--- src/pfd_pkg.sv ---
// Shared types, constants and helpers for the Playfair digraph decoder.
// No dependencies; every other file of the block imports this package.
`timescale 1ns / 1ps

package pfd_pkg;

  localparam int unsigned SqSize = 5;
  localparam int unsigned CharW  = 8;
  localparam int unsigned RowW   = SqSize * CharW;
  localparam int unsigned CoordW = $clog2(SqSize);
  localparam int unsigned ApbDataW = 64;
  localparam int unsigned ApbAddrW = 6;
  localparam int unsigned RegLsb   = 3;

  typedef logic [CharW-1:0]  char_t;
  typedef logic [CoordW-1:0] coord_t;
  typedef logic [RowW-1:0]   row_word_t;

  // key[r][c]: row r, column c; a row packs column c at bits 8c+7:8c
  typedef logic [SqSize-1:0][SqSize-1:0][CharW-1:0] key_sq_t;

  // match[r][c] set where the key cell equals the character
  typedef logic [SqSize-1:0][SqSize-1:0] match_t;

  typedef enum logic [ApbAddrW-RegLsb-1:0] {
    RegKeyRow0 = 3'd0,
    RegKeyRow1 = 3'd1,
    RegKeyRow2 = 3'd2,
    RegKeyRow3 = 3'd3,
    RegKeyRow4 = 3'd4
  } pfd_reg_e;

  typedef struct packed {
    match_t m_a;
    match_t m_b;
  } pfd_match_t;

  typedef struct packed {
    logic   hit;
    coord_t row;
    coord_t col;
  } pfd_pos_t;

  // located or target positions of both letters
  typedef struct packed {
    logic   found;
    coord_t row_a;
    coord_t col_a;
    coord_t row_b;
    coord_t col_b;
  } pfd_coord_t;

  localparam coord_t CoordLast = coord_t'(SqSize - 1);

  function automatic coord_t dec_wrap(coord_t x);
    coord_t r;
    r = (x == '0) ? CoordLast : coord_t'(x - 1'b1);
    return r;
  endfunction

  // first match in row-major order: pick the row, then the column in it
  function automatic pfd_pos_t first_hit(match_t m);
    pfd_pos_t             p;
    logic [SqSize-1:0]    row_any;
    logic [SqSize-1:0]    row_bits;
    p = '0;
    row_bits = '0;
    for (int r = 0; r < SqSize; r++) begin
      row_any[r] = |m[r];
    end
    for (int r = SqSize - 1; r >= 0; r--) begin
      if (row_any[r]) begin
        p.row    = coord_t'(r);
        row_bits = m[r];
      end
    end
    for (int c = SqSize - 1; c >= 0; c--) begin
      if (row_bits[c]) begin
        p.col = coord_t'(c);
      end
    end
    p.hit = |row_any;
    return p;
  endfunction

endpackage

--- src/pfd_ifs.sv ---
// Valid/ready stream interfaces for ciphertext and plaintext words.
// Depends on pfd_pkg for the character type.
`timescale 1ns / 1ps

interface pfd_in_if;
  import pfd_pkg::*;
  logic  valid;
  logic  ready;
  char_t cipher_first;
  char_t cipher_second;
  modport source (output valid, output cipher_first, output cipher_second, input ready);
  modport sink   (input valid, input cipher_first, input cipher_second, output ready);
endinterface

interface pfd_out_if;
  import pfd_pkg::*;
  logic  valid;
  logic  ready;
  char_t plain_first;
  char_t plain_second;
  logic  found;
  modport source (output valid, output plain_first, output plain_second, output found,
                  input ready);
  modport sink   (input valid, input plain_first, input plain_second, input found,
                  output ready);
endinterface

--- src/playfair_digraph_decoder.sv ---
// Top level of the Playfair digraph decoder: key registers plus a
// four-stage decode pipeline. Depends on pfd_pkg, pfd_ifs, pfd_cfg_regs,
// pfd_locate and pfd_pick.
//
//   port       dir  handshake        payload
//   cipher_i   in   valid/ready      cipher_first, cipher_second
//   plain_o    out  valid/ready      plain_first, plain_second, found
//   APB        in   psel/penable     key_row0..4 at 8*i, 64-bit data
//
// One word per cycle sustained while plain_o is ready; each word passes the
// compare, encode, rule and cell read registers in that order.
// Each stage holds its word while the next is full, so a stall on plain_o
// backs up one stage at a time and loses nothing; empty stages keep taking
// words. Reset clears the key rows to zero and empties the pipeline.
`timescale 1ns / 1ps

module playfair_digraph_decoder (
  input  logic                          clk_i,
  input  logic                          rst_ni,
  pfd_in_if.sink                        cipher_i,
  pfd_out_if.source                     plain_o,
  input  logic                          psel,
  input  logic                          penable,
  input  logic                          pwrite,
  input  logic [pfd_pkg::ApbAddrW-1:0]  paddr,
  input  logic [pfd_pkg::ApbDataW-1:0]  pwdata,
  output logic [pfd_pkg::ApbDataW-1:0]  prdata,
  output logic                          pready
);
  import pfd_pkg::*;

  key_sq_t    key;
  logic       loc_valid, loc_ready;
  pfd_coord_t loc;

  pfd_cfg_regs u_cfg (
    .clk_i   (clk_i),
    .rst_ni  (rst_ni),
    .psel    (psel),
    .penable (penable),
    .pwrite  (pwrite),
    .paddr   (paddr),
    .pwdata  (pwdata),
    .prdata  (prdata),
    .pready  (pready),
    .key_o   (key)
  );

  pfd_locate u_locate (
    .clk_i       (clk_i),
    .rst_ni      (rst_ni),
    .key_i       (key),
    .cipher_i    (cipher_i),
    .loc_valid_o (loc_valid),
    .loc_ready_i (loc_ready),
    .loc_o       (loc)
  );

  pfd_pick u_pick (
    .clk_i       (clk_i),
    .rst_ni      (rst_ni),
    .key_i       (key),
    .loc_valid_i (loc_valid),
    .loc_ready_o (loc_ready),
    .loc_i       (loc),
    .plain_o     (plain_o)
  );

endmodule

--- src/pfd_cfg_regs.sv ---
// APB-style register file holding the five key square rows.
// Depends on pfd_pkg.
`timescale 1ns / 1ps

module pfd_cfg_regs (
  input  logic                          clk_i,
  input  logic                          rst_ni,
  input  logic                          psel,
  input  logic                          penable,
  input  logic                          pwrite,
  input  logic [pfd_pkg::ApbAddrW-1:0]  paddr,
  input  logic [pfd_pkg::ApbDataW-1:0]  pwdata,
  output logic [pfd_pkg::ApbDataW-1:0]  prdata,
  output logic                          pready,
  output pfd_pkg::key_sq_t              key_o
);
  import pfd_pkg::*;

  row_word_t key_q [SqSize];
  logic      wr_en;
  pfd_reg_e  reg_sel;

  assign pready  = 1'b1;
  assign wr_en   = psel && penable && pwrite;
  assign reg_sel = pfd_reg_e'(paddr[ApbAddrW-1:RegLsb]);

  always_ff @(posedge clk_i or negedge rst_ni) begin
    if (!rst_ni) begin
      for (int r = 0; r < SqSize; r++) key_q[r] <= '0;
    end else if (wr_en) begin
      unique case (reg_sel)
        RegKeyRow0: key_q[0] <= pwdata[RowW-1:0];
        RegKeyRow1: key_q[1] <= pwdata[RowW-1:0];
        RegKeyRow2: key_q[2] <= pwdata[RowW-1:0];
        RegKeyRow3: key_q[3] <= pwdata[RowW-1:0];
        RegKeyRow4: key_q[4] <= pwdata[RowW-1:0];
        default: ;
      endcase
    end
  end

  always_comb begin
    unique case (reg_sel)
      RegKeyRow0: prdata = ApbDataW'(key_q[0]);
      RegKeyRow1: prdata = ApbDataW'(key_q[1]);
      RegKeyRow2: prdata = ApbDataW'(key_q[2]);
      RegKeyRow3: prdata = ApbDataW'(key_q[3]);
      RegKeyRow4: prdata = ApbDataW'(key_q[4]);
      default:    prdata = '0;
    endcase
  end

  always_comb begin
    for (int r = 0; r < SqSize; r++) key_o[r] = key_q[r];
  end

endmodule

--- src/pfd_locate.sv ---
// Stages 1-2: compare both letters against all key cells, then encode the
// first match of each into row/column. Depends on pfd_pkg and pfd_in_if.
`timescale 1ns / 1ps

module pfd_locate (
  input  logic               clk_i,
  input  logic               rst_ni,
  input  pfd_pkg::key_sq_t   key_i,
  pfd_in_if.sink             cipher_i,
  output logic               loc_valid_o,
  input  logic               loc_ready_i,
  output pfd_pkg::pfd_coord_t loc_o
);
  import pfd_pkg::*;

  logic       s1_valid_q, s2_valid_q;
  logic       s1_ready, s2_ready;
  pfd_match_t s1_d, s1_q;
  pfd_coord_t s2_d, s2_q;
  pfd_pos_t   pos_a, pos_b;

  assign s2_ready       = !s2_valid_q || loc_ready_i;
  assign s1_ready       = !s1_valid_q || s2_ready;
  assign cipher_i.ready = s1_ready;

  always_comb begin
    for (int r = 0; r < SqSize; r++) begin
      for (int c = 0; c < SqSize; c++) begin
        s1_d.m_a[r][c] = (key_i[r][c] == cipher_i.cipher_first);
        s1_d.m_b[r][c] = (key_i[r][c] == cipher_i.cipher_second);
      end
    end
  end

  always_comb begin
    pos_a       = first_hit(s1_q.m_a);
    pos_b       = first_hit(s1_q.m_b);
    s2_d.found  = pos_a.hit && pos_b.hit;
    s2_d.row_a  = pos_a.row;
    s2_d.col_a  = pos_a.col;
    s2_d.row_b  = pos_b.row;
    s2_d.col_b  = pos_b.col;
  end

  always_ff @(posedge clk_i or negedge rst_ni) begin
    if (!rst_ni) begin
      s1_valid_q <= 1'b0;
      s2_valid_q <= 1'b0;
    end else begin
      if (s1_ready) s1_valid_q <= cipher_i.valid;
      if (s2_ready) s2_valid_q <= s1_valid_q;
    end
  end

  // payload moves only with a word; hold otherwise
  always_ff @(posedge clk_i) begin
    if (s1_ready && cipher_i.valid) s1_q <= s1_d;
    if (s2_ready && s1_valid_q)     s2_q <= s2_d;
  end

  assign loc_valid_o = s2_valid_q;
  assign loc_o       = s2_q;

endmodule

--- src/pfd_pick.sv ---
// Stages 3-4: apply the row, column or rectangle rule to get target cells,
// then read them out of the key square. Depends on pfd_pkg and pfd_out_if.
`timescale 1ns / 1ps

module pfd_pick (
  input  logic                clk_i,
  input  logic                rst_ni,
  input  pfd_pkg::key_sq_t    key_i,
  input  logic                loc_valid_i,
  output logic                loc_ready_o,
  input  pfd_pkg::pfd_coord_t loc_i,
  pfd_out_if.source           plain_o
);
  import pfd_pkg::*;

  logic       s3_valid_q, s4_valid_q;
  logic       s3_ready, s4_ready;
  pfd_coord_t s3_d, s3_q;
  char_t      pa_d, pb_d, pa_q, pb_q;
  logic       found_q;

  assign s4_ready    = !s4_valid_q || plain_o.ready;
  assign s3_ready    = !s3_valid_q || s4_ready;
  assign loc_ready_o = s3_ready;

  always_comb begin
    s3_d = loc_i;
    if (loc_i.row_a == loc_i.row_b) begin
      // same row: step left with wrap
      s3_d.col_a = dec_wrap(loc_i.col_a);
      s3_d.col_b = dec_wrap(loc_i.col_b);
    end else if (loc_i.col_a == loc_i.col_b) begin
      // same column: step up with wrap
      s3_d.row_a = dec_wrap(loc_i.row_a);
      s3_d.row_b = dec_wrap(loc_i.row_b);
    end else begin
      // rectangle: swap columns
      s3_d.col_a = loc_i.col_b;
      s3_d.col_b = loc_i.col_a;
    end
  end

  always_comb begin
    pa_d = key_i[s3_q.row_a][s3_q.col_a];
    pb_d = key_i[s3_q.row_b][s3_q.col_b];
    if (!s3_q.found) begin
      pa_d = '0;
      pb_d = '0;
    end
  end

  always_ff @(posedge clk_i or negedge rst_ni) begin
    if (!rst_ni) begin
      s3_valid_q <= 1'b0;
      s4_valid_q <= 1'b0;
    end else begin
      if (s3_ready) s3_valid_q <= loc_valid_i;
      if (s4_ready) s4_valid_q <= s3_valid_q;
    end
  end

  always_ff @(posedge clk_i) begin
    if (s3_ready && loc_valid_i) s3_q <= s3_d;
    if (s4_ready && s3_valid_q) begin
      pa_q    <= pa_d;
      pb_q    <= pb_d;
      found_q <= s3_q.found;
    end
  end

  assign plain_o.valid        = s4_valid_q;
  assign plain_o.plain_first  = pa_q;
  assign plain_o.plain_second = pb_q;
  assign plain_o.found        = found_q;

endmodule

--- src/flat_wrapper.sv ---
// flat-port wrapper written by rule: the top's interface ports become plain ports
module playfair_digraph_decoder_flat import pfd_pkg::*;
  (clk_i, rst_ni, psel, penable, pwrite, paddr, pwdata, prdata, pready, cipher_i_valid, cipher_i_cipher_first, cipher_i_cipher_second, cipher_i_ready, plain_o_valid, plain_o_plain_first, plain_o_plain_second, plain_o_found, plain_o_ready);
  pfd_in_if cipher_i_i ();
  pfd_out_if plain_o_i ();
  input  logic clk_i;
  input  logic rst_ni;
  input  logic psel;
  input  logic penable;
  input  logic pwrite;
  input  logic [pfd_pkg::ApbAddrW-1:0] paddr;
  input  logic [pfd_pkg::ApbDataW-1:0] pwdata;
  output logic [pfd_pkg::ApbDataW-1:0] prdata;
  output logic pready;
  input wire logic [$bits(cipher_i_i.valid)-1:0] cipher_i_valid;
  input wire logic [$bits(cipher_i_i.cipher_first)-1:0] cipher_i_cipher_first;
  input wire logic [$bits(cipher_i_i.cipher_second)-1:0] cipher_i_cipher_second;
  output wire logic [$bits(cipher_i_i.ready)-1:0] cipher_i_ready;
  output wire logic [$bits(plain_o_i.valid)-1:0] plain_o_valid;
  output wire logic [$bits(plain_o_i.plain_first)-1:0] plain_o_plain_first;
  output wire logic [$bits(plain_o_i.plain_second)-1:0] plain_o_plain_second;
  output wire logic [$bits(plain_o_i.found)-1:0] plain_o_found;
  input wire logic [$bits(plain_o_i.ready)-1:0] plain_o_ready;
  assign cipher_i_i.valid = cipher_i_valid;
  assign cipher_i_i.cipher_first = cipher_i_cipher_first;
  assign cipher_i_i.cipher_second = cipher_i_cipher_second;
  assign cipher_i_ready = cipher_i_i.ready;
  assign plain_o_valid = plain_o_i.valid;
  assign plain_o_plain_first = plain_o_i.plain_first;
  assign plain_o_plain_second = plain_o_i.plain_second;
  assign plain_o_found = plain_o_i.found;
  assign plain_o_i.ready = plain_o_ready;
  playfair_digraph_decoder u_core (.clk_i(clk_i), .rst_ni(rst_ni), .cipher_i(cipher_i_i), .plain_o(plain_o_i), .psel(psel), .penable(penable), .pwrite(pwrite), .paddr(paddr), .pwdata(pwdata), .prdata(prdata), .pready(pready));
endmodule
--- config.mk ---
export PLATFORM = sky130hd
export DESIGN_NAME = playfair_digraph_decoder_flat
export DESIGN_NICKNAME = d
export VERILOG_FILES = /design/src/pfd_pkg.sv /design/src/pfd_ifs.sv /design/src/playfair_digraph_decoder.sv /design/src/pfd_cfg_regs.sv /design/src/pfd_locate.sv /design/src/pfd_pick.sv /design/src/flat_wrapper.sv
export SDC_FILE = /design/constraint.sdc
export NUM_CORES = 1
export LEC_CHECK = 0
export BUFFER_PORTS_ARGS = -buffer_cell sky130_fd_sc_hd__buf_2
export CORE_UTILIZATION = 41
export CTS_CLUSTER_DIAMETER = 80
export DETAILED_ROUTE_END_ITERATION = 8
export SLEW_MARGIN = 20
export SYNTH_ARGS = -nofsm -noshare
export SYNTH_HDL_FRONTEND = slang
export SYNTH_HIERARCHICAL = 1
export SYNTH_SLANG_ARGS = --single-unit
--- constraint.sdc ---
create_clock -name clk_i -period 2.4 [get_ports clk_i]
set_input_delay 0.24 -clock clk_i [delete_from_list [all_inputs] [get_ports clk_i]]
set_output_delay 0.24 -clock clk_i [all_outputs]
set_load 0.005 [all_outputs]
==> results list, run 1 <==
- The number of global-route vias before repair was 17800.
- During I/O placement, the number of pins put on the boundary was 177.
* WP data required: 2.67 ns
- Synthesis handed over a netlist of 1956 instances.
- Of the synthesized area, sequential elements account for 0.369.
- After layout, the minimum clock period comes to 2.39 ns.
- Highest cell delay on the worst timing path: 0.39 ns
- Net total in the final layout: 2324
- 1st-pass router iterations: 5
* PortBufs: 124
- Number of vias in the routed layout: 18100
* Final hold viol count: 0
- After synthesis the netlist holds a flip-flop and latch count of 297.
- Unrepaired setup endpoints after global routing: false
- Global-route congestion overflow total: 0
* Count of warnings emitted by yosys: 6
- In the final timing run, aggregate negative setup slack is 0 ns.
* Number of antenna violations at the first check in global routing: 4
- Summed over all cells, the static leakage comes to 10.1 nW.
- The mapped netlist covers 0.0214 mm^2.
* Cell seen most often among critical-path stages: o22ai_1
- By startpoint and endpoint, the worst setup path is classified as reg2reg.
- The share of synthesized area in the top cell type comes to 0.239.
* Full die area: 0.0531 mm^2
- Relative to the synthesized area, the layout overhead comes to 20.2%.
- Fraction of final layout cells with drive strength greater than 1: 0.314
* H-tree levels: 2
- Counting both buffers and inverters, the worst setup path holds a total of 2.
* Share of flip-flops with an asynchronous set or reset: 0.687
* Internal Dissipation: 13.0 mW
* Total routed wirelength: 88.3 mm
* Syn Area/Cell: 10.9 um^2
* Actual slew at the worst max-slew pin: 0.930 ns
- STA classifies the critical path startpoint as a flop.
- Worst-path clk slew: 0.06 ns
* Average vias per placed instance: 6.18
* Critical-path cell with the highest stage delay: edfxtp_1
* Data arrival time of the worst path: 2.66 ns
- Of all cell types, the one taking the most synthesized area is dfrtp_1.
* Remaining max-slew budget at the tightest pin: 0.380
* Cell chain of the critical path: buf_12 -> mux2i_1 -> buf_4 -> o22ai_1 -> or3_1 -> a41oi_1 -> o22ai_1
- Along the worst path, the maximum fanout reaches 31.
* Max-slew violations: 0
* Power density over cell area: 804 mW/mm^2
- The first routing iteration left 1987 violations.
* Unique cell type count in the Yosys netlist: 67
- Cell count after placement: 2832
- Most common flop cell mapped by yosys: dfrtp_1
- Number of CTS-inserted buffers: 35
- Portion of total power attributed to combinational logic: 0.373
* Global-route wire length before repair: 127 mm
- Overall power consumption after layout is estimated at 20.6 mW.
- Post-route DRC: 0
* Clk buf depth: 3
* Delay-heaviest family, CP: compound AO/OA/AOI/OAI gates
- In this run, synthesis inferred 93 flip-flops with an integrated enable.
- TritonCTS built the clock tree.
- Element type at the critical path end: flop
- Finished Layout Cells: 2930
* Std-Cell Core Area: 0.0514 mm^2
- Clock tree sinks: 297
- After legalization and detailed placement, the total HPWL measured 66.9 mm.
- Initial Util: 0.416
* Number of endpoints failing setup at the final stage: 0
* Routability congestion estimate: 1.02
- Post-route clock period utilization: 0.996
* Switching share of power: 0.369
* Maximum number of pins on one net before global-route repair: 59
- In this run the horizontal extent of the chip is 230 um.
* Post-detailed-route wirelength per cell: 30.1 um
* Worst hold-check path type: in2reg
* Library cell used as clock root buffer: clkbuf_16
* Die Ht: 230 um
- Final Util: 0.500
- Relative contribution of sequential cells to total power: 0.370
* Achievable Freq: 0.418 GHz
- Worst-skew pair later-pin latency: 0.56 ns
- In the post-synthesis netlist, the biggest area contributors are dfrtp_1 24%, xnor2_1 16%, edfxtp_1 13%, mux2_2 10%, mux2i_1 6.7%.
- Highest ir drop seen on vdd: 0.629 mV
* Antenna-violating nets left: 0
- Portion of total power attributed to the clock network: 0.256
- Switching power: 7.62 mW
- The floorplan has 83 rows.
- Post-route clock skew: 0.0169 ns
- Gr usage total: 0.330
- Result of the run: finished clean
- The tool flagged a number of max-cap violations equal to 0.
-- registers in the layout, summed over array words and instances, names as in the netlist, 8 cells and up --
name                                cells
u_core/u_cfg/key_o                    200
u_core/u_locate/loc_o                  13
u_core/u_locate/s1_q                   50
u_core/u_pick/plain_o.plain_first       8
u_core/u_pick/plain_o.plain_second      8
u_core/u_pick/s3_q                     13
-- layout by cell type, fill, tap and decap left out, types with 7 or more instances in the layout --
cell type and instances:
xnor2_1 400, dfrtp_1 204, mux2_2 197, buf_4 196
mux2i_1 142, buf_2 123, nand4_1 102, edfxtp_1 93
nor2_1 92, a22oi_1 52, o21ai_0 50, o22ai_1 47
a21oi_1 42, a32oi_1 40, mux2_4 40, clkbuf_16 37
dlygate4sd3_1 35, buf_12 33, nor2b_1 26, conb_1 25
a211oi_1 18, a31oi_1 16, mux4_2 16, nand2_1 15
inv_1 12, mux2_1 12, nand2b_1 12, nand3_1 11
and3_1 7, or3_1 7
-- worst register-to-register path, delay by kind of cell (launching register included) --
| kind | cells | cell delay, ns |
|---|---|---|
| AO/OA/AOI/OAI | 3 | 0.55 |
| buffers and inverters | 2 | 0.42 |
| flip-flops | 1 | 0.39 |
| multiplexers | 1 | 0.39 |
| AND/OR/NAND/NOR | 1 | 0.38 |
-- final timing paths --
path	from	endpoint	slack (ns)	cells after the start
hold reg to reg	u_core/u_locate/loc_o[12]	u_core/u_pick/s3_q[12]	0.43	0
setup / recovery	u_core/u_pick/s3_q[3]	u_core/u_pick/plain_o.plain_second[6]	0.009	7
setup reg to reg	u_core/u_pick/s3_q[3]	u_core/u_pick/plain_o.plain_second[6]	0.009	7
hold / removal	pwdata[0]	u_core/u_cfg/key_o[0]	0.02	2
max in group asynchronous	rst_ni	u_core/u_cfg/key_o[120]	1.54	3
min in group asynchronous	rst_ni	u_core/u_cfg/key_o[148]	0.16	2
-- through the flow --
step / hold WS [ns] / worst slack (ns) / area, um^2
2_1_floorplan: -0.0556 / 0.0964 / 21500
3_3_place_gp: 0.189 / 0.109 / 24200
3_5_place_dp: 0.189 / 0.0597 / 24200
4_1_cts: 0.00302 / 0.0540 / 25600
5_1_grt: 0.0159 / 0.000683 / 25700
6_report: 0.0199 / 0.00862 / 25700
-- Yosys cell counts, types with 6 or more instances --
master / instances
a211o_1: 6
a211oi_1: 18
a21oi_1: 42
a221o_2: 6
a22oi_1: 52
a31o_2: 6
a31oi_1: 18
a32oi_1: 40
and2_1: 7
and3_1: 7
buf_1: 13
buf_2: 30
buf_4: 41
buf_6: 10
clkbuf_1: 83
dfrtp_1: 204
edfxtp_1: 93
inv_1: 12
mux2_1: 12
mux2_2: 197
mux2_4: 40
mux2i_1: 143
mux4_2: 16
nand2_1: 15
nand2b_1: 12
nand3_1: 11
nand4_1: 102
nor2_1: 94
nor2b_1: 29
nor3_1: 7
o21ai_0: 50
o22ai_1: 47
or3_1: 8
or4_4: 6
xnor2_1: 400
xor2_1: 6
-- per-layer routing --
layer | global-route usage | routed length, um | vias to the layer above
li1 | - | - | 7717
met1 | 0.440 | 36600 | 9224
met2 | 0.543 | 41800 | 980
met3 | 0.0458 | 6320 | 197
met4 | 0.124 | 3540 | 2
met5 | 0 | 13 | -
-- layout make-up --
| type | count | area, um^2 |
|---|---|---|
| multi-input cells | 1492 | 12700 |
| clock inverters | 14 | 129 |
| clock buffers | 45 | 986 |
| flip-flops and latches | 297 | 7900 |
| diodes | 1 | 2.50 |
| repair buffers | 388 | 3110 |
| well taps | 680 | 851 |
| fillers | 4622 | 25700 |
| inverters | 13 | 48.8 |
-- power by group through the flow --
stage | combinational, mW | clock, mW | sequential, mW
floorplan | 4.47 | 0 | 7.24
global placement | 7.33 | 0 | 7.67
CTS | 7.53 | 5.37 | 7.59
finish | 7.71 | 5.29 | 7.64
global route | 8.08 | 5.57 | 7.70
detailed placement | 7.46 | 0 | 7.68
-- kinds of logic after synthesis --
| kind of cell | count (synthesis) | share of synthesized area |
|---|---|---|
| mux | 408 | 0.222 |
| fa+ha+maj | 4 | 0.00234 |
| xor+xnor | 406 | 0.166 |
| other cells | 2 | 0.000351 |
| simple gates | 337 | 0.0929 |
| flops | 297 | 0.369 |
| compound gates | 312 | 0.101 |
| buf+inv | 190 | 0.0458 |
-- timing repair --
| action | CTS | global route |
|---|---|---|
| gates resized for setup | 0 | 3 |
| buffers inserted | 0 | 3 |
| endpoints found under the hold margin | 249 | 0 |
| hold buffers | 35 | 0 |
| endpoints found under the setup margin | 0 | 5 |
No activity file was read; power rests on OpenSTA's default activity.
==> run 2: changes to the inputs <==
--- a/config.mk
+++ b/config.mk
@@ -9,6 +9,7 @@
 export CORE_UTILIZATION = 41
 export CTS_CLUSTER_DIAMETER = 80
 export DETAILED_ROUTE_END_ITERATION = 8
+export PLACE_DENSITY = 0.55
 export SLEW_MARGIN = 20
 export SYNTH_ARGS = -nofsm -noshare
 export SYNTH_HDL_FRONTEND = slang
==> results list, run 2 (synthesis results as in run 1) <==
- Clock tree synthesis found a total of 297 sinks.
* Final total negative setup slack: -0.00213 ns
* Post-route DRC: 0
- For this configuration, the core starts out at a cell density of 0.416.
- In the routed layout, each cell is associated on average with a via count of 6.12.
* Post-route clock period utilization: 1.00
- VDD sags by at most 0.497 mV.
- Full die area: 0.0531 mm^2
- Setup slack on the critical path of the routed design comes to -0.00213 ns.
- The largest single stage delay on the critical path is 0.38 ns.
- Compared with the post-synthesis result, the final layout area differs by 20.8%.
* Power density over cell area: 812 mW/mm^2
* 1st-pass router iterations: 5
- Total routed wirelength: 91.5 mm
* Top-level I/O count: 177
- For the final database, setup skew stands at 0.0166 ns.
- Global-route wire length before repair: 132 mm
- Fraction of final layout cells with drive strength greater than 1: 0.316
* H-tree levels: 2
* Most common cell after layout, fill and taps aside: xnor2_1
* Final Util: 0.502
* Commonest cells after routing, fill and taps aside: 400 x xnor2_1, 204 x dfrtp_1, 197 x mux2_2
* Net total in the final layout: 2323
* Instance area at placement: 0.0241 mm^2
- Setup violations remaining at the end of the flow were counted as 1.
- The setup path with the least slack is of type reg2reg.
- The min-delay analysis places its worst path in the category in2reg.
- Unrepaired setup endpoints after global routing: false
* Actual slew at the worst max-slew pin: 0.815 ns
- At the placement stage, the worst setup path has a slack of -0.136 ns.
- Via count of the first global-routing pass: 17700
* Most Used Layer, Global Route: met2
- From left edge to right edge, the die measures 230 um.
- Cell Rows: 83
- Once detail routing completed, the nets flagged for antenna violations numbered 0.
- After clock tree synthesis, the clock-pin slew on the worst setup and hold paths is 0.05 ns.
- Along the worst path, the maximum fanout reaches 23.
- In this run the deepest clock path goes through 3 buffers.
- The clock reaches the later pin of the worst-skew pair after 0.58 ns.
- In the final routed layout, each cell accounts on average for 31.1 um.
* PortBufs: 124
- Traced cell by cell, the critical path runs through buf_12 -> buf_4 -> mux2i_2 -> o22ai_1 -> a211o_1 -> a31oi_2 -> buf_4 -> o22ai_2.
- Hold WS: 0.0300 ns
- Launch point of the worst hold path: pwdata[28]
* Max reg flops: 200
* Static Leak: 10.1 nW
* WP buf/inv: 3
- Start point of the critical path: u_core/u_pick/s3_q[9]
* FF-to-FF Start: u_core/u_pick/s3_q[9]
* Number of CTS-inserted buffers: 39
- Max capacitance violation total: 0
* Global-route met1 utilization: 0.471
* WP data required: 2.69 ns
- Achievable Freq: 0.416 GHz
* Layout filler cell count: 4658
* Result of the run: finished with violations
* Critical-path cell with the highest stage delay: edfxtp_1
* Violated checks: negative setup slack
* Final critical delay including setup and external delays: 2.40 ns
- Routability congestion estimate: 0.964
- Entering global routing, the biggest net connects 62 pins.
- Element type at the critical path end: flop
- In this run the tightest slew margin relative to its limit is 0.457.
* Met3 demand-to-capacity share in global routing: 0.0479
- Iter 0 DRT Violations: 2008
* Delay-heaviest family, CP: compound AO/OA/AOI/OAI gates
* Cell count after placement: 2824
* Global-route congestion overflow total: 0
* Number of vias in the routed layout: 18000
- Finished Layout Cells: 2937
- Gr usage total: 0.344
- TritonCTS built the clock tree.
- Once layout is done, the placed cells without fillers occupy 0.0258 mm^2.
- The core region is 0.0514 mm^2.
- Library cell used as clock root buffer: clkbuf_16
* Die Ht: 230 um
- In the global route stage, met2 resource usage came out at 0.556.
* Final hold viol count: 0
- Final total power: 21.0 mW
- The number of antenna violations at the first check in global routing was 10.
- DP HPWL: 69.5 mm
- The count of final max-slew check failures is 0.
- STA classifies the critical path startpoint as a flop.
- Data on the critical path arrives at its endpoint at 2.69 ns.
- Among the stages of the critical path, the cell type that occurs most often is buf_4.
## run 2: cell types whose count changed in the layout (fill, tap and decap cells not counted), moves of 3 or more
cell / previous run / this run
or4b_4: 0 / 3
buf_4: 196 / 189
or4b_1: 5 / 2
clkinv_2: 6 / 2
clkbuf_8: 4 / 7
mux2i_1: 142 / 139
clkbuf_1: 5 / 13
dlygate4sd3_1: 35 / 39
## run 2: path summary, 6_finish.rpt
check,endpoint,slack [ns],depth (start not counted)
min in group asynchronous,u_core/u_cfg/key_o[12],0.20,2
setup / recovery,u_core/u_pick/plain_o.plain_first[7],-0.002,8
max in group asynchronous,u_core/u_cfg/key_o[166],1.47,3
setup reg to reg,u_core/u_pick/plain_o.plain_first[7],-0.002,8
hold reg to reg,u_core/u_pick/s3_q[12],0.42,0
hold / removal,u_core/u_cfg/key_o[188],0.03,2
## run 2: area by class of cell
cell class / instances / area (um^2) / share of cell area
repair buffers: 383 / 3060 / 0.119
well taps: 680 / 851 / 0.0330
inverters: 13 / 48.8 / 0.00189
flip-flops and latches: 297 / 7900 / 0.306
clock buffers: 58 / 1110 / 0.0429
clock inverters: 13 / 114 / 0.00441
multi-input cells: 1492 / 12700 / 0.493
diodes: 1 / 2.50 / 0.0000969
## run 2: what timing repair did
item,4_1_cts,5_1_grt
setup endpoints to repair,7,10
resized for setup,8,11
hold buffers,39,0
pin swaps,0,0
hold endpoints to repair,231,0
setup buffers,2,0
## run 2: layer usage
metal	share of wire	vias up
li1	-	7748
met1	0.43	9268
met2	0.47	802
met3	0.068	166
met4	0.036	4
met5	0.00030	-
## run 2: where the power goes
group | switching [mW] | total (mW) | internal, mW
Clock | 2.40 | 5.63 | 3.23
Sequential | 1.73 | 7.85 | 6.11
Combinational | 3.74 | 7.48 | 3.74
